--- src/scba_pkg.sv ---
// Shared types, constants and table functions of the size-class block allocator.
// Used by every module of the allocator; depends on nothing else.
package scba_pkg;

   localparam int NUM_PAGES = 64;
   localparam int PAGE_W = (NUM_PAGES > 1) ? $clog2(NUM_PAGES) : 1;
   localparam int SCAN_W = PAGE_W + 1;
   localparam int IDX_W = 9;
   localparam int ID_W = PAGE_W + IDX_W;
   localparam int MAX_BLOCKS_PER_PAGE = 340;
   localparam int CLASS_COUNT = 9;
   localparam int CLASS_W = 4;
   localparam int USED_W = 9;
   localparam int PAGE_SHIFT = 12;
   localparam int BLOCK_DATA_OFS = 16;
   localparam int MAX_CLASS_BYTES = 2048;
   localparam int DIV_STEPS = 12;
   localparam int REQ_DATA_W = 48;
   localparam int RSP_DATA_W = 72;
   localparam int CSR_ADDR_W = 3;

   localparam logic [31:0] POOL_BASE_RESET = 32'h0010_0000;
   localparam logic [6:0] PAGES_EN_RESET = 7'd64;

   localparam logic REQ_ALLOC = 1'b0;
   localparam logic REQ_FREE = 1'b1;

   typedef enum logic [2:0] {
      ST_OK        = 3'd0,
      ST_NULL      = 3'd1,
      ST_TOO_LARGE = 3'd2,
      ST_NO_PAGE   = 3'd3,
      ST_BAD_FREE  = 3'd4
   } status_type;

   typedef enum logic {
      REG_POOL_BASE = 1'b0,
      REG_PAGES_EN  = 1'b1
   } reg_index_type;

   typedef enum logic [3:0] {
      S_IDLE, S_DECODE, S_POP, S_SCAN, S_CARVE, S_FCLS, S_FDIV,
      S_FCHK, S_FRD, S_WRD, S_WSTEP, S_OUT
   } state_type;

   typedef enum logic [1:0] {
      LRD_HEAD, LRD_FREE, LRD_CUR
   } link_sel_type;

   // Reference to a block: valid flag and block id {page, index}.
   typedef struct packed {
      logic            valid;
      logic [ID_W-1:0] id;
   } ref_type;

   typedef struct packed {
      logic    free;
      ref_type next;
   } link_type;

   typedef struct packed {
      logic [CLASS_W-1:0] cls;
      logic [USED_W-1:0]  used;
   } page_info_type;

   typedef struct packed {
      logic         load;
      logic         set_early;
      logic         pop;
      logic         scan_start;
      logic         scan_next;
      logic         carve_start;
      logic         carve_step;
      logic         set_nopage;
      logic         set_bad;
      logic         div_start;
      logic         div_step;
      logic         free_push;
      logic         walk_step;
      logic         out_load;
      link_sel_type link_sel;
   } cmd_type;

   typedef struct packed {
      logic is_alloc;
      logic early;
      logic head_valid;
      logic scan_hit;
      logic scan_end;
      logic carve_last;
      logic div_last;
      logic geom_ok;
      logic state_ok;
      logic release_needed;
      logic walk_last;
      logic out_free;
   } stat_type;

   // Blocks per page: (4096 - 12) / (4 + class bytes).
   function automatic logic [IDX_W-1:0] blocks_in_page(input logic [CLASS_W-1:0] c);
      logic [IDX_W-1:0] n;
      case (c)
         4'd0:    n = 9'd340;
         4'd1:    n = 9'd204;
         4'd2:    n = 9'd113;
         4'd3:    n = 9'd60;
         4'd4:    n = 9'd30;
         4'd5:    n = 9'd15;
         4'd6:    n = 9'd7;
         4'd7:    n = 9'd3;
         4'd8:    n = 9'd1;
         default: n = 9'd1;
      endcase
      return n;
   endfunction

   // Distance between neighbouring blocks: header plus class bytes.
   function automatic logic [11:0] class_stride(input logic [CLASS_W-1:0] c);
      return 12'd4 + (12'd8 << c);
   endfunction

endpackage

--- src/scba_ctrl.sv ---
// Sequencing state machine of the allocator: issues datapath commands.
// Depends on scba_pkg.
module scba_ctrl (
   input  logic               clock,
   input  logic               reset,
   input  logic               req_tvalid,
   output logic               req_tready,
   input  scba_pkg::stat_type stat,
   output scba_pkg::cmd_type  cmd
);
   import scba_pkg::*;

   state_type state_ff, state_in;

   always_ff @(posedge clock) begin
      if (reset) begin
         state_ff <= S_IDLE;
      end else begin
         state_ff <= state_in;
      end
   end

   always_comb begin
      state_in = state_ff;
      cmd = '0;
      cmd.link_sel = LRD_HEAD;
      req_tready = 1'b0;
      case (state_ff)
         S_IDLE: begin
            req_tready = 1'b1;
            if (req_tvalid) begin
               cmd.load = 1'b1;
               state_in = S_DECODE;
            end
         end
         S_DECODE: begin
            cmd.link_sel = LRD_HEAD;
            if (stat.early) begin
               cmd.set_early = 1'b1;
               state_in = S_OUT;
            end else if (stat.is_alloc) begin
               if (stat.head_valid) begin
                  state_in = S_POP;
               end else begin
                  cmd.scan_start = 1'b1;
                  state_in = S_SCAN;
               end
            end else begin
               state_in = S_FCLS;
            end
         end
         S_POP: begin
            cmd.pop = 1'b1;
            state_in = S_OUT;
         end
         S_SCAN: begin
            if (stat.scan_hit) begin
               cmd.carve_start = 1'b1;
               state_in = S_CARVE;
            end else if (stat.scan_end) begin
               cmd.set_nopage = 1'b1;
               state_in = S_OUT;
            end else begin
               cmd.scan_next = 1'b1;
            end
         end
         S_CARVE: begin
            cmd.carve_step = 1'b1;
            if (stat.carve_last) begin
               state_in = S_DECODE;
            end
         end
         S_FCLS: begin
            cmd.div_start = 1'b1;
            state_in = S_FDIV;
         end
         S_FDIV: begin
            cmd.div_step = 1'b1;
            if (stat.div_last) begin
               state_in = S_FCHK;
            end
         end
         S_FCHK: begin
            cmd.link_sel = LRD_FREE;
            if (stat.geom_ok) begin
               state_in = S_FRD;
            end else begin
               cmd.set_bad = 1'b1;
               state_in = S_OUT;
            end
         end
         S_FRD: begin
            if (stat.state_ok) begin
               cmd.free_push = 1'b1;
               state_in = stat.release_needed ? S_WRD : S_OUT;
            end else begin
               cmd.set_bad = 1'b1;
               state_in = S_OUT;
            end
         end
         S_WRD: begin
            cmd.link_sel = LRD_CUR;
            state_in = S_WSTEP;
         end
         S_WSTEP: begin
            cmd.walk_step = 1'b1;
            state_in = stat.walk_last ? S_OUT : S_WRD;
         end
         S_OUT: begin
            if (stat.out_free) begin
               cmd.out_load = 1'b1;
               state_in = S_IDLE;
            end
         end
         default: begin
            state_in = S_IDLE;
         end
      endcase
   end

endmodule

--- config.mk ---
export PLATFORM = sky130hd
export DESIGN_NAME = scba_ctrl
export DESIGN_NICKNAME = d
export VERILOG_FILES = /design/src/scba_pkg.sv /design/src/scba_ctrl.sv
export SDC_FILE = /design/constraint.sdc
export NUM_CORES = 1
export LEC_CHECK = 0
export ABC_AREA = 1
export BUFFER_PORTS_ARGS = -buffer_cell sky130_fd_sc_hd__buf_2
export CAP_MARGIN = 10
export CORE_MARGIN = 4
export CORE_UTILIZATION = 37
export CTS_CLUSTER_DIAMETER = 100
export DETAILED_ROUTE_END_ITERATION = 10
export PLACE_DENSITY = 0.71
export SLEW_MARGIN = 20
export SYNTH_ARGS = -nofsm -noshare
export SYNTH_HDL_FRONTEND = slang
export SYNTH_SLANG_ARGS = --single-unit
--- constraint.sdc ---
create_clock -name clock -period 1.1 [get_ports clock]
set_input_delay 0 -clock clock [delete_from_list [all_inputs] [get_ports clock]]
set_output_delay 0 -clock clock [all_outputs]
set_load 0.005 [all_outputs]
Word level (Yosys, flattened, before mapping). Index checks and enable logic that the tools add are counted.

Multiplexer cells: 43. Equal/unequal tests: 16. Reductions and logical operators: 2.

Operators by type and width (count): $pmux 4 s12 (1); $mux 4 (7); $mux 1 (27); $eq 4x3->1 const B (4); $eq 4x4->1 const B (4); $mux 2 (5); $eq 4x2->1 const B (2); $ne 2x2->1 const B (4); $reduce_and 5->1 (1); $eq 4x1->1 const B (1); $logic_not 4->1 (1); $pmux 2 s2 (1); $mux 3 (1); $ne 3x3->1 const B (1); $pmux 1 s2 (1).

Word-level logic and storage cells: 62. Input bits: 15. Bits in registers: 4. Output and inout bits: 17.

Logic depth before layout (Yosys ltp). Gate-level depths: netlist of run 1.

Word-level depth: 4. Mapped depth: 9. Mapped depth without buffers: 9.

Worst setup path before layout of run 1. OpenSTA, ideal clock, no wires.

Path kind: reg-to-reg. Start: reg state_ff[0]. End: reg state_ff[0]. Clock period less this slack: 1142 ps. Setup time: 119 ps. Path buffers: 0. Data arrival time: 1023 ps. Path slack: -42 ps. Stages on the path, launching flop included: 7. Path through: dfxtp_1 -> nor2_1 -> nand2_1 -> o21ai_2 -> nor2_2 -> nand2_1 -> a21oi_1.

Longest elaborated chain between the ends: 3. Elaborated cells on any way between the ends: 19. Those cells by class: 16 x eq/ne; 1 x mux; 2 x reduce/logical.

Ends and longest elaborated chain: start: declaration (line scba_ctrl.sv:13) `state_type state_ff, state_in;`; start signal: assignment (line scba_ctrl.sv:19) `state_ff <= state_in;`; $eq 4x2->1, or another cell as far along (line scba_ctrl.sv:28) `case (state_ff)`; $ne 3x3->1 (no source line) / $ne 2x2->1 (equally long branches); $reduce_and 5->1 (no source line).

Several ways; a longest one is shown, not always the timed one. A chain may end at the register's enable or synchronous reset.

Worst setup path in the final report of run 1.
Start: reg state_ff[2]. End: reg state_ff[1].

Same word-level chain as after synthesis.

==> results of run 1 <==
[cell usage in the layout (no fill, tap or decap), drive strengths merged]
| cell type | n |
|---|---|
| dfxtp | 4 |
| nor2 | 18 |
| buf | 53 |
| nand3 | 15 |
| nand2 | 24 |
| dlygate4sd3 | 1 |
| inv | 27 |
| a21oi | 5 |
| o21ai | 5 |
| nand4 | 1 |
| nor3 | 3 |
| nor4 | 1 |
| clkbuf | 4 |
[report_power, final]
group          switching (mW)  total, mW  internal [mW]
registers               0.168      0.409          0.241
logic                    1.28       2.24          0.955
clock network          0.0679      0.204          0.137
[worst register-to-register path, stage by stage (launching register included)]
cell     delay (ns)
dfxtp_4        0.38
nor2_4         0.24
buf_6          0.16
nand3_1        0.08
nand2_1        0.10
nor2_1         0.06
nand2_1        0.08
nand2_1        0.06
a21oi_1        0.14
[metrics by stage]
stage | cells | TNS (ns)
after floorplan | 103 | -0.001934
after global placement | 161 | -0.4994
after detailed placement | 161 | -0.6102
after CTS | 174 | -2.378
after global routing | 176 | -4.981
final | 176 | -3.714
[routing by layer]
| layer | up-vias | share of wire (%) | GRT usage (%) |
|---|---|---|---|
| met5 | - | 0 | 0 |
| met4 | 0 | 7.8 | 11.11 |
| met3 | 29 | 7.3 | 2.789 |
| met2 | 86 | 49 | 46.05 |
| met1 | 475 | 36 | 25.89 |
| li1 | 434 | - | - |
[what timing repair did]
action | 4_1_cts | 5_1_grt
resized for setup | 39 | 41
buffers inserted | 8 | 3
setup endpoints to repair | 19 | 21
endpoints found under the hold margin | 4 | 0
pin swaps | 10 | 13
hold buffers | 1 | 0
[area by class of cell]
cell class	count	area share, %
inverter	27	9.684
multi-input combinational	72	43.63
timing repair buffer	54	35.27
sequential	4	7.747
tap	15	1.529
clock buffer	4	2.141
[path summary, 6_finish.rpt]
| kind | from | end | slack (ns) |
|---|---|---|---|
| max | state_ff[2] | state_ff[1] | -0.29 |
| max reg2reg | state_ff[2] | state_ff[1] | -0.29 |
| min reg2reg | state_ff[1] | state_ff[1] | 0.59 |
| min | stat[0] | state_ff[3] | 0.18 |
[cells by family after synthesis]
kind of cell           after synthesis
AO/OA/AOI/OAI                       10
flip-flops                           4
buffers and inverters               27
AND/OR/NAND/NOR                     62
==> metrics.md, run 1 <==
| Metric | Value |
|---|---|
| Starting Density | 39.62% |
| Dpl ws | -0.1540 ns |
| Post-Route Utilization | 94.33% |
| Synth Area in Simple Gates | 54.37% |
| CTS clk-pin slew, worst paths | 0.05 ns |
| Vias in the first global route | 788 |
| Number of synthesized register bits | 4 |
| Worst-Skew Late Latency | 0.24 ns |
| Critical Path Most Common Cell | nand2_1 |
| DRC violations left | 0 |
| Total Nets Final | 177 |
| Main combinational cell family by area after synthesis | simple AND/OR/NAND/NOR gates |
| Biggest register | state_ff |
| Post-synth top flop | dfxtp_1 |
| Setup violations, final | 19 |
| Core box area | 1301 sq um |
| WL per Instance | 19.86 um |
| Hold Crit Class | input port to flop |
| RSZ-0062 raised after global routing | yes |
| Routed WL | 3496 um |
| CP arrival | 1.54 ns |
| 1st-pass router iterations | 4 |
| Antenna violations before repair | 0 |
| Post-Synth XOR/XNOR Area | 0% |
| Worst hold slack | 0.1786 ns |
| Ys Warns | 0 |
| Cells after Synth | 103 |
| Asr flop ratio synth | 0% |
| Least-Margin Pin Slew | 0.2683 ns |
| Root buf cell | clkbuf_4 |
| Avg Inst Size Synth | 5.005 sq um |
| Tcrit/Tclk final | 126.1% |
| Count of different cell masters after synthesis | 15 |
| GRT Residual Overflow | 0 |
| Failing checks | setup timing |
| Crit. End Element | flop |
| Die area | 2054 sq um |
| Mapped Area | 515.5 sq um |
| Gp weighted congestion | 0.8630 |
| Final Cell Area | 1227 sq um |
| Post-synthesis net count | 118 |
| Hold Crit Depth | 4 |
| Final Total Pwr | 2.853 mW |
| Max IR drop VDD | 1672 uV |
| Largest regs | state_ff: 4 flops |
| Fin worst setup slack | -0.2875 ns |
| Critical path class | flop to flop |
| Period minus WS final | 1.387 ns |
| Pwr Density | 2324 nW/um^2 |
| CP Depth | 8 |
| Max_cap viols | 0 |
| Die X | 45.33 um |
| Initial DRC Count | 59 |
| Adder-Cell Fraction of Synth Area | 0% |
| Largest register FFs | 4 |
| Vias | 1024 |
| Leak | 0.6773 nW |
| CTS H-tree lvls | 1 |
| TritonCTS clock tree | done |
| Register area | 95.09 sq um |
| Via/cell ratio | 5.818 |
| DPL Wire Length | 1513 um |
| Worst-case clock buffer depth | 2 |
| Clk_skew | 0.01286 ns |
| Final antenna diode count | 0 |
| First-pass GRT wire length | 3519 um |
| Pins Over Slew Limit | 0 |
| Port bufs | 31 |
| Max incr delay on CP | 0.38 ns |
| Top cell types by occurrence after synthesis | nand2_1, inv_1, nand3_1, nor2_1, nor2_2 |
| Sink Count | 4 |
| Status | complete, but fails checks |
| Top-count cell post-synth | nand2_1 |
| Num rows | 13 |
| R2r worst-path depth | 8 |
| Top post-synthesis cells by area | nand2_1, inv_1, dfxtp_1 |
| Post-synthesis compound-gate area fraction | 10.44% |
| Critical Path RT | 1.25 ns |
| Crit path max fanout | 6 |
| Die Height | 45.33 um |
| Largest net degree at the start of global routing | 8 |
| Share of the synthesized area in the top cell type | 17.48% |
| Crit path max-delay family | simple AND/OR/NAND/NOR gates |
| CTS Buf Count | 3 |
| Placed cell area | 809.5 sq um |
| Post-DRT Antenna Nets | 0 |
| Final-report hold violation count | 0 |
| CP Cell Sequence | nor2_4 > buf_6 > nand3_1 > nand2_1 > nor2_1 > nand2_1 > nand2_1 > a21oi_1 |
| Fill cells | 42 |
| Sequential area share after synthesis | 15.53% |
| Critical path startpoint category | flop |
| Mux contribution to synthesized area | 0% |
| Area leader, netlist | nand2_1 |
| Share of post-route cells with drive strength above 1 | 67.08% |
| Multi-input gate area | 535.5 sq um |
| EDFF count, synth | 0 |
| CP bufs+invs | 1 |
| Slew margin rel. | 82.07% |
| GRT Total Usage | 24.19% |
| Critical path's slowest cell | dfxtp_4 |
| Fmax | 0.7207 GHz |
| Area delta synth->final | 138.1% |
| Io pins | 32 |
Note: power is estimated with default switching activity, not from simulation.
==> run 2, diff against run 1 <==
--- a/config.mk
+++ b/config.mk
@@ -8,11 +8,13 @@
 export ABC_AREA = 1
 export BUFFER_PORTS_ARGS = -buffer_cell sky130_fd_sc_hd__buf_2
 export CAP_MARGIN = 10
+export CELL_PAD_IN_SITES_DETAIL_PLACEMENT = 0
+export CELL_PAD_IN_SITES_GLOBAL_PLACEMENT = 1
 export CORE_MARGIN = 4
-export CORE_UTILIZATION = 37
+export CORE_UTILIZATION = 22
 export CTS_CLUSTER_DIAMETER = 100
 export DETAILED_ROUTE_END_ITERATION = 10
-export PLACE_DENSITY = 0.71
+export PLACE_DENSITY = 0.7
 export SLEW_MARGIN = 20
 export SYNTH_ARGS = -nofsm -noshare
 export SYNTH_HDL_FRONTEND = slang
==> constraint.sdc (replaced) <==
create_clock -name clock -period 1.11 [get_ports clock]
set_input_delay 0 -clock clock [delete_from_list [all_inputs] [get_ports clock]]
set_output_delay 0 -clock clock [all_outputs]
set_load 0.005 [all_outputs]
==> run 2 against run 1 <==
  * The run still ends with setup timing left
  * Combinational power about the same
  * Critical path depth increased by 1
  * Clock skew decreased by 0.011 ns
  * Setup slack improved by 0.043 ns
  * Non-clock buffer count increased by 11
  * First-iteration DRC count decreased by 73%
  * Wire length decreased by 36%
  * Flip-flop and latch count unchanged
  * Sequential share of layout area decreased by 0.64 points
  * Fmax increased by 2.4%
  * Die area increased by 55%
  * Critical endpoint is now state_ff[0]
  * Largest power group unchanged
==> metrics.md, run 2 (same netlist as run 1, synthesis figures left out) <==
| Metric | Value |
|---|---|
| Status | complete, but fails checks |
| Failing checks | setup timing |
| CTS Buf Count | 3 |
| Largest register FFs | 4 |
| Total Nets Final | 188 |
| FF-to-FF Start | state_ff[3] |
| Most frequent cells in the layout | buf_2, buf_6, buf_4 |
| Die X | 56.41 um |
| Fin cells | 200 |
| Hold Crit Class | input port to flop |
| Vias | 886 |
| CTS clk-pin slew, worst paths | 0.04 ns |
| GRT Total Usage | 14.51% |
| Hold Crit Depth | 4 |
| Num rows | 17 |
| Crit. End Element | flop |
| Period minus WS final | 1.355 ns |
| Routed WL | 2251 um |
| Hold path endpoint | state_ff[3] |
| Critical path class | flop to flop |
| Core box area | 2212 sq um |
| Area delta synth->final | 159.7% |
| Worst-Skew Late Latency | 0.24 ns |
| Placed cell area | 878.3 sq um |
| Placed Cells | 181 |
| Root buf cell | clkbuf_4 |
| Max incr delay on CP | 0.36 ns |
| Final antenna diode count | 0 |
| WL per Instance | 11.26 um |
| Via/cell ratio | 4.430 |
| Fin worst setup slack | -0.2448 ns |
| Die Height | 56.41 um |
| Crit path max fanout | 6 |
| Gp weighted congestion | 0.8074 |
| R2R Setup Slk | -0.24 ns |
| Fill cells | 212 |
| Critical Path RT | 1.29 ns |
| Final-report hold violation count | 0 |
| R2r worst-path depth | 9 |
| Switching share of power | 47.56% |
| Biggest register | state_ff |
| Tcrit/Tclk final | 122.1% |
| RSZ-0062 raised after global routing | yes |
| Max IR drop VDD | 1269 uV |
| Final Cell Area | 1339 sq um |
| Largest regs | state_ff: 4 flops |
| Gate power share | 79.2% |
| R2R Path End | state_ff[0] |
| DPL Wire Length | 1691 um |
| TritonCTS clock tree | done |
| Hold_sp | stat[0] |
| First-pass GRT wire length | 3650 um |
| 1st-pass router iterations | 4 |
| Slew margin rel. | 83.36% |
| Pins Over Slew Limit | 0 |
| Vias in the first global route | 837 |
| Port bufs | 31 |
| DRC violations left | 0 |
| Max_cap viols | 0 |
| Leak | 0.7296 nW |
| GRT Residual Overflow | 0 |
| Setup violations, final | 20 |
| Fmax | 0.7381 GHz |
| Critical path startpoint category | flop |
| Sequential group share of total power | 13.4% |
| Share of post-route cells with drive strength above 1 | 68.60% |
| Post-DRT Antenna Nets | 0 |
| CP arrival | 1.53 ns |
| P_sw | 1.352 mW |
| Worst-case clock buffer depth | 2 |
| Initial DRC Count | 16 |
| Clk_skew | 0.001901 ns |
| Least-Margin Pin Slew | 0.2490 ns |
| Die area | 3182 sq um |
| Critical path's slowest cell | dfxtp_4 |
| Antenna violations before repair | 0 |
| Largest net degree at the start of global routing | 7 |
| CTS H-tree lvls | 1 |
| Starting Density | 23.30% |
| Io pins | 32 |
| Pwr Density | 2123 nW/um^2 |
| Clock group share of total power | 7.5% |
| CP Cell Sequence | nor2_4 > inv_2 > nor2_4 > buf_4 > buf_6 > a21oi_2 > nand2_1 > nand2_1 > a21oi_2 |
| Commonest non-fill, non-tap cell in the layout | buf_2 |
| Cell Int Power | 1.491 mW |
| Sink Count | 4 |
-- run 2: power groups by stage --
| stage | combinational [mW] | clock [mW] | sequential [mW] |
|---|---|---|---|
| floorplan | 0.747 | 0 | 0.306 |
| global placement | 1.35 | 0 | 0.318 |
| detailed placement | 1.36 | 0 | 0.324 |
| CTS | 1.84 | 0.216 | 0.376 |
| global route | 2.47 | 0.241 | 0.393 |
| finish | 2.25 | 0.212 | 0.380 |
-- run 2: area by class of cell --
cell class	instances	area [sq um]	area share [%]
Multi-Input combinational cell	72	551.8	41.22
Tap cell	28	35.03	2.617
Timing Repair Buffer	65	516.7	38.60
Sequential cell	4	95.09	7.103
Inverter	27	113.9	8.505
Clock buffer	4	26.28	1.963
-- run 2: per-stage QoR --
stage | setup TNS, ns | worst slack [ns] | hold WS (ns) | power [mW] | utilization, %
6_report | -3.383 | -0.2448 | 0.1055 | 2.843 | 60.52
3_5_place_dp | -0.5921 | -0.1598 | 0.2066 | 1.684 | 39.71
5_1_grt | -5.279 | -0.3527 | 0.1216 | 3.108 | 60.52
2_1_floorplan | 0 | 0.008459 | 0.03412 | 1.053 | -
4_1_cts | -3.388 | -0.2448 | 0.1532 | 2.428 | 51.24
3_3_place_gp | -0.5713 | -0.1414 | 0.2052 | 1.664 | 39.71
-- run 2: what timing repair did --
item | in CTS | in global routing
setup buffers | 9 | 5
gates resized for setup | 37 | 41
hold buffers | 1 | 0
endpoints found under the setup margin | 20 | 21
endpoints found under the hold margin | 4 | 0
gates cloned | 0 | 0
pin swaps | 14 | 14
-- run 2: worst max path at each step --
stage / startpoint / to / slack, ns / cells past startpoint
after floorplan: state_ff[3] / state_ff[1] / 0.008 / 9
after global placement: state_ff[2] / state_ff[1] / -0.14 / 7
after detailed placement: state_ff[2] / state_ff[1] / -0.16 / 7
after CTS: state_ff[2] / cmd[8] / -0.24 / 5
after global routing: state_ff[3] / state_ff[0] / -0.35 / 9
final: state_ff[3] / state_ff[0] / -0.24 / 9
-- run 2: routing by layer --
metal	part of all wire (%)	global-route usage, %	vias up
met4	1.1	4.068	0
met2	55	25.88	22
met1	40	17.24	401
met5	0	0	-
met3	4.1	3.218	4
li1	-	-	459
-- run 2: critical path, delay by kind of cell, from the launching register on --
kind            cells  cell delay, ns
flops               1            0.36
simple gates        4            0.50
compound gates      2            0.15
buf+inv             3            0.28
