File: src/scba_pkg.sv
// Shared types, constants and table functions of the size-class block allocator.
// Used by every module of the allocator; depends on nothing else.
package scba_pkg;

   localparam int NUM_PAGES = 64;
   localparam int PAGE_W = (NUM_PAGES > 1) ? $clog2(NUM_PAGES) : 1;
   localparam int SCAN_W = PAGE_W + 1;
   localparam int IDX_W = 9;
   localparam int ID_W = PAGE_W + IDX_W;
   localparam int MAX_BLOCKS_PER_PAGE = 340;
   localparam int CLASS_COUNT = 9;
   localparam int CLASS_W = 4;
   localparam int USED_W = 9;
   localparam int PAGE_SHIFT = 12;
   localparam int BLOCK_DATA_OFS = 16;
   localparam int MAX_CLASS_BYTES = 2048;
   localparam int DIV_STEPS = 12;
   localparam int REQ_DATA_W = 48;
   localparam int RSP_DATA_W = 72;
   localparam int CSR_ADDR_W = 3;

   localparam logic [31:0] POOL_BASE_RESET = 32'h0010_0000;
   localparam logic [6:0] PAGES_EN_RESET = 7'd64;

   localparam logic REQ_ALLOC = 1'b0;
   localparam logic REQ_FREE = 1'b1;

   typedef enum logic [2:0] {
      ST_OK        = 3'd0,
      ST_NULL      = 3'd1,
      ST_TOO_LARGE = 3'd2,
      ST_NO_PAGE   = 3'd3,
      ST_BAD_FREE  = 3'd4
   } status_type;

   typedef enum logic {
      REG_POOL_BASE = 1'b0,
      REG_PAGES_EN  = 1'b1
   } reg_index_type;

   typedef enum logic [3:0] {
      S_IDLE, S_DECODE, S_POP, S_SCAN, S_CARVE, S_FCLS, S_FDIV,
      S_FCHK, S_FRD, S_WRD, S_WSTEP, S_OUT
   } state_type;

   typedef enum logic [1:0] {
      LRD_HEAD, LRD_FREE, LRD_CUR
   } link_sel_type;

   // Reference to a block: valid flag and block id {page, index}.
   typedef struct packed {
      logic            valid;
      logic [ID_W-1:0] id;
   } ref_type;

   typedef struct packed {
      logic    free;
      ref_type next;
   } link_type;

   typedef struct packed {
      logic [CLASS_W-1:0] cls;
      logic [USED_W-1:0]  used;
   } page_info_type;

   typedef struct packed {
      logic         load;
      logic         set_early;
      logic         pop;
      logic         scan_start;
      logic         scan_next;
      logic         carve_start;
      logic         carve_step;
      logic         set_nopage;
      logic         set_bad;
      logic         div_start;
      logic         div_step;
      logic         free_push;
      logic         walk_step;
      logic         out_load;
      link_sel_type link_sel;
   } cmd_type;

   typedef struct packed {
      logic is_alloc;
      logic early;
      logic head_valid;
      logic scan_hit;
      logic scan_end;
      logic carve_last;
      logic div_last;
      logic geom_ok;
      logic state_ok;
      logic release_needed;
      logic walk_last;
      logic out_free;
   } stat_type;

   // Blocks per page: (4096 - 12) / (4 + class bytes).
   function automatic logic [IDX_W-1:0] blocks_in_page(input logic [CLASS_W-1:0] c);
      logic [IDX_W-1:0] n;
      case (c)
         4'd0:    n = 9'd340;
         4'd1:    n = 9'd204;
         4'd2:    n = 9'd113;
         4'd3:    n = 9'd60;
         4'd4:    n = 9'd30;
         4'd5:    n = 9'd15;
         4'd6:    n = 9'd7;
         4'd7:    n = 9'd3;
         4'd8:    n = 9'd1;
         default: n = 9'd1;
      endcase
      return n;
   endfunction

   // Distance between neighbouring blocks: header plus class bytes.
   function automatic logic [11:0] class_stride(input logic [CLASS_W-1:0] c);
      return 12'd4 + (12'd8 << c);
   endfunction

endpackage

File: src/scba_csr.sv
// Configuration registers of the allocator behind a simple APB-style port.
// Depends on scba_pkg.
module scba_csr (
   input  logic                           clock,
   input  logic                           reset,
   input  logic                           psel,
   input  logic                           penable,
   input  logic                           pwrite,
   input  logic [scba_pkg::CSR_ADDR_W-1:0] paddr,
   input  logic [31:0]                    pwdata,
   output logic [31:0]                    prdata,
   output logic                           pready,
   output logic [31:0]                    pool_base,
   output logic [6:0]                     pages_en
);
   import scba_pkg::*;

   logic [31:0]   pool_base_ff, pool_base_in;
   logic [6:0]    pages_en_ff, pages_en_in;
   reg_index_type sel;
   logic          wr;

   assign sel = reg_index_type'(paddr[2]);
   assign wr = psel & penable & pwrite;
   assign pready = 1'b1;

   always_comb begin
      pool_base_in = pool_base_ff;
      pages_en_in = pages_en_ff;
      if (wr) begin
         case (sel)
            REG_POOL_BASE: pool_base_in = pwdata;
            REG_PAGES_EN:  pages_en_in = pwdata[6:0];
            default:       pool_base_in = pool_base_ff;
         endcase
      end
      case (sel)
         REG_POOL_BASE: prdata = pool_base_ff;
         REG_PAGES_EN:  prdata = {25'd0, pages_en_ff};
         default:       prdata = 32'd0;
      endcase
   end

   always_ff @(posedge clock) begin
      if (reset) begin
         pool_base_ff <= POOL_BASE_RESET;
         pages_en_ff <= PAGES_EN_RESET;
      end else begin
         pool_base_ff <= pool_base_in;
         pages_en_ff <= pages_en_in;
      end
   end

   assign pool_base = pool_base_ff;
   assign pages_en = pages_en_ff;

endmodule

File: config.mk
export PLATFORM = sky130hd
export DESIGN_NAME = scba_csr
export DESIGN_NICKNAME = d
export VERILOG_FILES = /design/src/scba_pkg.sv /design/src/scba_csr.sv
export SDC_FILE = /design/constraint.sdc
export NUM_CORES = 1
export LEC_CHECK = 0
export ABC_AREA = 1
export BUFFER_PORTS_ARGS = -buffer_cell sky130_fd_sc_hd__buf_2
export CAP_MARGIN = 0
export CORE_UTILIZATION = 35
export CTS_BUF_LIST = sky130_fd_sc_hd__clkbuf_4 sky130_fd_sc_hd__clkbuf_8 sky130_fd_sc_hd__clkbuf_16
export DETAILED_ROUTE_END_ITERATION = 10
export PLACE_DENSITY = 0.67
export SYNTH_ARGS = -nofsm -noshare
export SYNTH_HDL_FRONTEND = slang
export SYNTH_SLANG_ARGS = --single-unit
File: constraint.sdc
create_clock -name clock -period 2.6 [get_ports clock]
set_clock_uncertainty 0.1 [all_clocks]
set_input_delay 0.78 -clock clock [delete_from_list [all_inputs] [get_ports clock]]
set_output_delay 0.78 -clock clock [all_outputs]
set_load 0.005 [all_outputs]
### Yosys cells after proc, flatten, opt, wreduce, memory -nomap -nowiden

Cells that the tools add are included.

* register bits: 39
* bits in latches: 0
* RAM bits: 0
* memory bits (read-only): 0
* input port bits: 40
* output and inout bits: 72
* word-level logic and storage cells: 8
* memories: 0

* add/sub/neg operators: 0
* multipliers: 0
* divide/modulo/power cells: 0
* order comparisons: 0
* eq/ne operators: 0
* shift operators: 0
* mux-type cells: 1
* bitwise gates (word level): 3
* reductions and logical operators: 2

Operators with widths (count)
* $pmux 32 s2: 1
* $reduce_and 2->1: 2
* $and 1x1->1: 2
* $not 1->1: 1

### Depth between registers and ports, before layout

Gate-level depths: netlist of the first run.

* depth after elaboration: 3
* depth in mapped cells: 6
* gate-level depth less buffers: 5

### Worst setup path after synthesis of the first run

No wires, ideal clock.

* kind: input -> output
* start point: input port paddr[2] (netlist name)
* end point: output port prdata[0]
* data arrival time: 1.225 ns
* data required time: 1.720 ns
* slack: 0.495 ns
* cell stages on the path: 4
* buffers on the path: 1
* path through: inv_2 -> clkbuf_1 -> nand2_1 -> nand2_1

* longest elaborated chain between the ends: 2

Ends and longest elaborated chain
* from (decl): line scba_csr.sv:9 `input logic [scba_pkg::CSR_ADDR_W-1:0] paddr,`
* $not 1->1 (no source line)
* $pmux 32 s2 *: line scba_csr.sv:37 `case (sel)`
* to (decl): line scba_csr.sv:11 `output logic [31:0] prdata,`

Every way passes the cells marked *; elsewhere a longest branch is shown, timed or not.

### Worst setup path after layout of the first run

* start point: input port paddr[2] (netlist name)
* end point: output port prdata[5]

Same word-level chain as after synthesis.

==> impl_metrics.csv, run 1 <==
group,metric,value,unit
setup_path,cp_top_family,"buffers and inverters",
setup_path,crit_buf_inv,3,
sta,fin_ws,194.1,ps
yosys,synthArstFlopShare,0,%
sta,fmax,0.4156,GHz
yosys,yosysUniqueCellTypes,16,
sta,min_period,2406,ps
die,core,0.005238,mm2
power_and_ir_drop,total_power,1.220,mW
setup_path,path_max_fanout,20,
die,rows,26,
drt,antenna_left,0,
sta,fin_setup_tns,0,ps
die,dieArea,0.005861,mm2
yosys,synth_cells,323,
setup_path,critPathLaunchType,"input pin",
die,chipWidth,76.56,um
setup_path,cp.arrival,1530,ps
yosys,syn_area,0.001946,mm2
cells_and_area,num_antenna_cells,0,
yosys,yosysMostFrequentCell,"nor2_1",
setup_path,required,1720,ps
yosys,ys_seq_area_share,40.13,%
run,max_cap_violations,0,
cells_and_area,nets,468,
global_routing,grt_pass1_vias,1917,
sta,rsz0062_at_grt,"no",
yosys,ys_ff_latch,39,
clocking,post_cts_buffers,0,
clocking,cts_tree,"done",
setup_path,crit_path_end_kind,"primary output",
clocking,insertion_delay,290,ps
yosys,yosysTopAreaCell,"dfxtp_1",
cells_and_area,final_cell_area,0.002635,mm2
clocking,numCtsBuffers,5,
placement,hpwl,3.553,mm
die,ioPinCount,112,
global_routing,antenna_found_initial,0,
yosys,synth_common_cells,"nor2_1 (99), nand2_1 (61), inv_1 (57)",
clocking,clockBufferDepth,2,
placement,place_congestion,0.7067,
setup_path,worstSetupPathType,"input pin to primary output",
global_routing,grt_max_degree,40,
cells_and_area,post-route-util,50.31,%
power_and_ir_drop,vdd_drop_max,243.6,uV
power_and_ir_drop,p_per_area,463.2,mW/mm2
sta,period_share,92.53,%
sta,hold_viol_final,0,
sta,timing.final.max_slew_violations,0,
clocking,clk_pin_slew,70,ps
setup_path,worst_path_max_delay_cell,"inv_2",
yosys,synth_ff_type,"dfxtp_1",
clocking,cts_max_level,2,
placement,dpl_cell_area,0.002546,mm2
drt,wirelength,5.055,mm
drt,remaining_drc_errors,0,
drt,routedWlPerCell,10.13,um
clocking,root_buffer,"clkbuf_8",
cells_and_area,nFillCells,560,
run_status,status,"complete, no violations",
yosys,synthTopCellsByArea,"dfxtp_1 (40%), nor2_1 (19%), nand2_1 (12%), inv_1 (11%), nand3_1 (10%)",
yosys,syn_nets,363,
drt,vias,2169,
yosys,ys_warn_count,0,
global_routing,grt_pass1_wl,8.673,mm
clocking,cts_hold_buf,0,
drt,vias_per_cell,4.347,
yosys,postSynthAreaPerCell,6.024,um2
yosys,synthDominantCellAreaShare,40.13,%
cells_and_area,drive_gt1_share,30.54,%
die,start_util,37.15,%
clocking,ctsResizeCount,0,
clocking,cts_sinks,39,
setup_path,worstPathCellList,"buf_2 > inv_2 > nand2_1 > nand2_1 > buf_2",
cells_and_area,area_growth,35.43,%
global_routing,grt_overflow_total,0,
drt,dr.pass1.iters,4,
global_routing,grt_usage,18.24,%
worst_hold_path,hold_class,"flop to flop",
placement,post-place-ws,175.7,ps
yosys,synth-edff-count,0,
setup_path,cp_slowest_stage_delay,300,ps
placement,port_buffers,108,
drt,drt_iter0_drc,33,
sta,setup_viol,0,
die,die_h,76.56,um
power_and_ir_drop,leakage,1.518,nW
==> power by group <==
part	switching, mW	total, mW	internal [mW]
Sequential	0.0156	0.634	0.618
Combinational	0.104	0.184	0.0803
Clock	0.216	0.403	0.187
Total	0.335	1.22	0.885
==> through the flow <==
step                      std cells  hold slack, ps
after floorplan                 323           382.3
after global placement          491           382.6
after detailed placement        491           392.4
after CTS                       499           403.6
after global routing            499           431.2
final                           499           400.9
==> worst register-to-register path: stages, from the launching register on <==
cell and delay [ps]:
dfxtp_1 340, o21ai_0 70, nand3_1 80
==> final cells by class <==
type,count,area (um2),share of cell area [%]
multi-input cells,206,848.3,32.19
clock inverters,3,20.02,0.7597
repair buffers,117,608.1,23.08
flip-flops and latches,39,780.7,29.63
clock buffers,5,68.82,2.612
well taps,70,87.58,3.324
inverters,59,221.5,8.405
==> kinds of logic after synthesis <==
kind of cell           after synthesis  share of synthesized area (%)
and+or+nand+nor                    203                          42.89
buffers and inverters               78                          16.27
DFF                                 39                          40.13
AOI/OAI and AO/OA                    2                         0.5140
other                                1                         0.1927
==> final timing paths <==
kind / start / endpoint / slack, ps / cells after the start
setup / recovery: paddr[2] / prdata[5] / 190 / 5
hold / removal: pool_base[10]$_SDFFE_PP0P_ / pool_base[10]$_SDFFE_PP0P_ / 400 / 2
setup reg to reg: pool_base[20]$_SDFFE_PP1P_ / pool_base[20]$_SDFFE_PP1P_ / 1890 / 2
hold reg to reg: pool_base[10]$_SDFFE_PP0P_ / pool_base[10]$_SDFFE_PP0P_ / 400 / 2
==> state kept, by name, indices dropped and copies added, names as in the netlist <==
name,flops
pool_base,32
pages_en,7
==> cell usage in the layout (no fill, tap or decap), types with 2 or more instances in the layout <==
cell type and instances:
nand2_1 61, clkbuf_8 5, nor2_4 2, buf_2 108, dfxtp_1 39, nand3_1 39, buf_4 9, clkinvlp_4 2
nor2_1 99, inv_1 57, inv_2 2
==> layer usage <==
metal / up-vias / global-route usage, % / wire [um]
li1: 1145 / - / -
met1: 945 / 21.67 / 2367
met2: 73 / 32.16 / 2322
met3: 6 / 4.671 / 309
met4: 0 / 5.192 / 55
met5: - / 0 / 0
(Power assumes the default switching activity.)
==> run 2: changes to the inputs <==
Settings changed: PLACE_DENSITY 0.67 to 0.7.
Clock period 2.6 ns to 2 ns, I/O delays scaled along.
==> run 2 against run 1 <==
  * Wire length fell by 2.9%
  * Register-to-register slack got worse by 590 ps
  * Final cell count rose by 0.40%
  * Sequential power up 30%
  * Global-route usage fell by 0.90 points
  * Clock-buffer cell count grew 3
  * Critical path type unchanged
  * Critical endpoint is now prdata[12]
  * Highest routed layer unchanged
==> impl_metrics.csv, run 2 (synthesis gave the netlist of run 1 again) <==
group,metric,value,unit
run_status,status,"complete, no violations",
global_routing,antenna_found_initial,0,
cells_and_area,final_common_cell,"buf_2",
setup_path,crit_cells,4,
die,start_util,37.15,%
setup_path,worstPathCellList,"buf_2 > buf_4 > nor2_1 > buf_2",
cells_and_area,instances_no_fill,501,
worst_hold_path,hold_class,"flop to flop",
sta,rsz0062_at_grt,"no",
die,die_h,76.56,um
sta,whs,395.5,ps
setup_path,path_max_fanout,19,
setup_path,startpoint,"paddr[2]",
power_and_ir_drop,leakage,1.545,nW
global_routing,grt_pass1_vias,1914,
cells_and_area,largest_reg_flops,32,
drt,drt_iter0_drc,58,
setup_path,required,1300,ps
setup_path,r2r_cells,2,
setup_path,crit_buf_inv,3,
die,rows,26,
sta,setup_viol,0,
setup_path,reg2reg_from,"pool_base[16]$_SDFFE_PP0P_",
sta,period_share,94.86,%
drt,vias,2109,
die,ioPinCount,112,
cells_and_area,num_antenna_cells,0,
setup_path,crit_path_end_kind,"primary output",
clocking,insertion_delay,280,ps
setup_path,worstSetupPathType,"input pin to primary output",
setup_path,critPathLaunchType,"input pin",
cells_and_area,seqCellArea,780.7,um2
global_routing,grt_usage,17.34,%
worst_hold_path,whs_path_depth,2,
clocking,post_cts_buffers,0,
sta,hold_viol_final,0,
drt,routedWlPerCell,9.792,um
clocking,cts_tree,"done",
clocking,numCtsBuffers,5,
clocking,root_buffer,"clkbuf_8",
placement,placedCellCount,493,
cells_and_area,layout_common_cells,"buf_2 (108), nor2_1 (99), nand2_1 (61)",
cells_and_area,drive_gt1_share,30.86,%
cells_and_area,post-route-util,51.17,%
run,max_cap_violations,0,
power_and_ir_drop,vdd_drop_max,330.8,uV
clocking,cts_sinks,39,
sta,fin_setup_tns,0,ps
die,core,0.005238,mm2
setup_path,crit_top_cell,"buf_2",
cells_and_area,nFillCells,560,
drt,wirelength,4.906,mm
drt,dr.pass1.iters,4,
placement,port_buffers,108,
die,dieArea,0.005861,mm2
setup_path,cp_slowest_stage_delay,250,ps
clocking,clk_pin_slew,70,ps
cells_and_area,multi_input_area,848.3,um2
setup_path,cp_top_family,"buffers and inverters",
drt,remaining_drc_errors,0,
cells_and_area,nets,470,
clocking,cts_max_level,2,
sta,fin_ws,102.8,ps
sta,timing.final.max_slew_violations,0,
clocking,cts_hold_buf,0,
cells_and_area,area_growth,37.75,%
global_routing,grt_pass1_wl,8.293,mm
power_and_ir_drop,p_per_area,614.9,mW/mm2
placement,hpwl,3.703,mm
drt,antenna_left,0,
placement,place_congestion,0.7378,
die,chipWidth,76.56,um
placement,post-place-ws,59.27,ps
setup_path,cp.arrival,1200,ps
clocking,clockBufferDepth,2,
worst_hold_path,hp-start,"pool_base[22]$_SDFFE_PP0P_",
setup_path,worst_path_max_delay_cell,"buf_4",
global_routing,grt_overflow_total,0,
sta,fmax,0.5271,GHz
sta,min_period,1897,ps
global_routing,grt_max_degree,38,
drt,vias_per_cell,4.210,
run 2: worst register-to-register path, cell delays in order (launching register included):
cell and delay, ps:
dfxtp_1 320, nor2_1 120, nor2_1 60
run 2: layer usage:
metal / track usage (%) / up-vias / share of wire [%]
li1: - / 1149 / -
met2: 30.99 / 67 / 48
met1: 20.49 / 887 / 46
met3: 3.832 / 6 / 5.2
met5: 0 / - / 0
met4: 5.385 / 0 / 0.92
run 2: worst paths after layout:
| path | slack, ps | endpoint |
|---|---|---|
| min | 400 | pool_base[22]$_SDFFE_PP0P_ |
| max | 100 | prdata[12] |
| max reg2reg | 1300 | pool_base[16]$_SDFFE_PP0P_ |
| min reg2reg | 400 | pool_base[22]$_SDFFE_PP0P_ |
run 2: through the flow:
stage | total power [mW] | cell area [um2]
finish | 1.648 | 2680
global route | 1.733 | 2680
CTS | 1.669 | 2678
detailed placement | 1.089 | 2574
global placement | 1.083 | 2574
floorplan | 0.9758 | 1946
run 2: what timing repair did:
action                     CTS  global route
hold endpoints to repair     0             0
setup endpoints to repair    0             5
gates resized for setup      0             2
run 2: area by class of cell:
cell class / instances / share of cell area, %
sequential: 39 / 29.13
timing repair buffer: 119 / 23.72
clock buffer: 8 / 3.875
multi-input combinational: 206 / 31.65
tap: 70 / 3.268
inverter: 59 / 8.357
run 2: power by group:
part           switching, mW  internal, mW  total (mW)
logic                  0.135         0.110       0.245
clock network          0.251         0.328       0.579
registers             0.0203         0.804       0.824
total                  0.406          1.24        1.65
==> run 3: changes to the inputs <==
Settings changed: CELL_PAD_IN_SITES_DETAIL_PLACEMENT from default to 0, CELL_PAD_IN_SITES_GLOBAL_PLACEMENT from default to 2, CORE_UTILIZATION 35 to 18, CTS_CLUSTER_SIZE from default to 20, PLACE_DENSITY 0.7 to 0.75.
==> run 3 against run 2 <==
  * Final cell count up 13%
  * Clock-buffer cell count is 3 lower
  * Critical endpoint is now prdata[20]
  * First-iteration DRC count shrank 5.2%
  * Largest power group unchanged
  * Clock power down 9.3%
  * Non-clock buffer count shrank 2
  * Sequential power hardly changed
==> impl_metrics.csv, run 3 (synthesis gave the netlist of run 1 again) <==
group,metric,value,unit
setup_path,path_max_fanout,12,
die,chipWidth,106.0,um
worst_hold_path,whs_path_depth,2,
worst_hold_path,min_to,"pool_base[14]$_SDFFE_PP0P_",
global_routing,grt_overflow_total,0,
sta,hold_viol_final,0,
setup_path,crit_path_end_kind,"primary output",
drt,remaining_drc_errors,0,
clocking,cts_max_level,2,
cells_and_area,drive_gt1_share,30.54,%
clocking,cts_sinks,39,
power_and_ir_drop,p_int,1.155,mW
global_routing,grt_pass1_vias,2006,
die,rows,37,
setup_path,r2r_cells,2,
clocking,clockBufferDepth,2,
sta,fin_ws,104.3,ps
clocking,cts_tree,"done",
cells_and_area,nets,468,
cells_and_area,post-route-util,26.43,%
cells_and_area,final_common_cell,"buf_2",
placement,post-place-ws,-3.312,ps
drt,vias,2184,
setup_path,critPathLaunchType,"input pin",
placement,hpwl,4.308,mm
sta,fin_setup_tns,0,ps
setup_path,required,1300,ps
sta,min_period,1896,ps
sta,timing.final.max_slew_violations,0,
sta,fmax,0.5275,GHz
global_routing,grt_pass1_wl,9.942,mm
die,dieArea,0.01123,mm2
run_status,status,"complete, no violations",
power_and_ir_drop,vdd_drop_max,219.3,uV
cells_and_area,largest_reg_flops,32,
global_routing,grt_usage,11.17,%
die,start_util,18.68,%
sta,period_share,94.79,%
drt,wirelength,5.989,mm
cells_and_area,seqCellArea,780.7,um2
drt,routedWlPerCell,10.60,um
drt,dr.pass1.iters,4,
sta,rsz0062_at_grt,"no",
die,core,0.01042,mm2
global_routing,grt_max_degree,40,
power_and_ir_drop,p_per_area,582.6,mW/mm2
placement,port_buffers,108,
worst_hold_path,hold_class,"flop to flop",
clocking,insertion_delay,290,ps
drt,antenna_left,0,
clocking,root_buffer,"clkbuf_8",
power_and_ir_drop,swShare,27.96,%
run,max_cap_violations,0,
setup_path,r2r_setup_slack,1300,ps
setup_path,reg2reg_from,"pool_base[3]$_SDFFE_PP0P_",
clocking,numCtsBuffers,5,
power_and_ir_drop,leakage,1.537,nW
power_and_ir_drop,seqPwrFrac,51.4,%
cells_and_area,num_antenna_cells,0,
cells_and_area,area_growth,41.48,%
cells_and_area,multi_input_area,848.3,um2
drt,drt_iter0_drc,55,
power_and_ir_drop,p_clk_share,32.8,%
cells_and_area,nFillCells,1228,
clocking,clk_pin_slew,80,ps
power_and_ir_drop,pwr-share-comb,15.9,%
drt,vias_per_cell,3.865,
die,die_h,106.0,um
cells_and_area,layout_common_cells,"buf_2 (108), nor2_1 (99), nand2_1 (61)",
worst_hold_path,hp-start,"pool_base[14]$_SDFFE_PP0P_",
sta,setup_viol,0,
setup_path,cp.arrival,1200,ps
clocking,post_cts_buffers,0,
power_and_ir_drop,p_switching,0.4485,mW
die,ioPinCount,112,
setup_path,reg2reg_to,"pool_base[3]$_SDFFE_PP0P_",
placement,place_congestion,0.7078,
setup_path,worstSetupPathType,"input pin to primary output",
global_routing,antenna_found_initial,0,
power_and_ir_drop,total_power,1.604,mW
[run 3: cell count changes in the layout (fill, tap and decap cells not counted), sizes merged]
cell    previous run  this run
buf              119       117
clkbuf             8         5
clkinv             0         3
[run 3: stage by stage]
| stage | area (um2) | cells | hold slack, ps |
|---|---|---|---|
| floorplan | 1946 | 323 | 382.3 |
| global route | 2753 | 565 | 426.1 |
| CTS | 2753 | 565 | 405.0 |
| global placement | 2666 | 557 | 388.9 |
| finish | 2753 | 565 | 400.7 |
| detailed placement | 2666 | 557 | 391.7 |
[run 3: critical path, cell delays in order]
cell    delay, ps
buf_2         150
buf_4         200
nor2_1        120
buf_2         130
[run 3: worst max-delay path by stage]
stage                        start         end  slack (ps)
final                     paddr[2]  prdata[20]         100
after global routing      paddr[2]  prdata[20]          20
after floorplan           paddr[2]   prdata[0]         260
after detailed placement  paddr[2]   prdata[2]          -3
after CTS                 paddr[2]  prdata[20]         100
after global placement    paddr[2]   prdata[2]          30
[run 3: power groups by stage]
stage	registers (mW)	logic (mW)	clock network [mW]
floorplan	0.842	0.134	0
detailed placement	0.843	0.261	0
global route	0.830	0.293	0.589
CTS	0.825	0.261	0.568
global placement	0.842	0.257	0
finish	0.824	0.254	0.525
[run 3: layout make-up]
type / instances / area share [%]
multi-input cells: 206 / 30.82
repair buffers: 117 / 23.45
clock buffers: 5 / 2.500
well taps: 136 / 6.182
flip-flops and latches: 39 / 28.36
inverters: 59 / 8.136
clock inverters: 3 / 0.5455
[run 3: routing by layer]
layer	vias to the layer above	routed length (um)	GRT usage [%]
li1	1142	-	-
met1	962	2742	13.71
met2	75	2843	19.42
met3	5	357	2.514
met4	0	46	3.274
met5	-	0	0
[run 3: what timing repair did]
action / 4_1_cts / 5_1_grt
endpoints found under the setup margin: 1 / 0
resized for setup: 1 / 0
hold buffers: 0 / 0
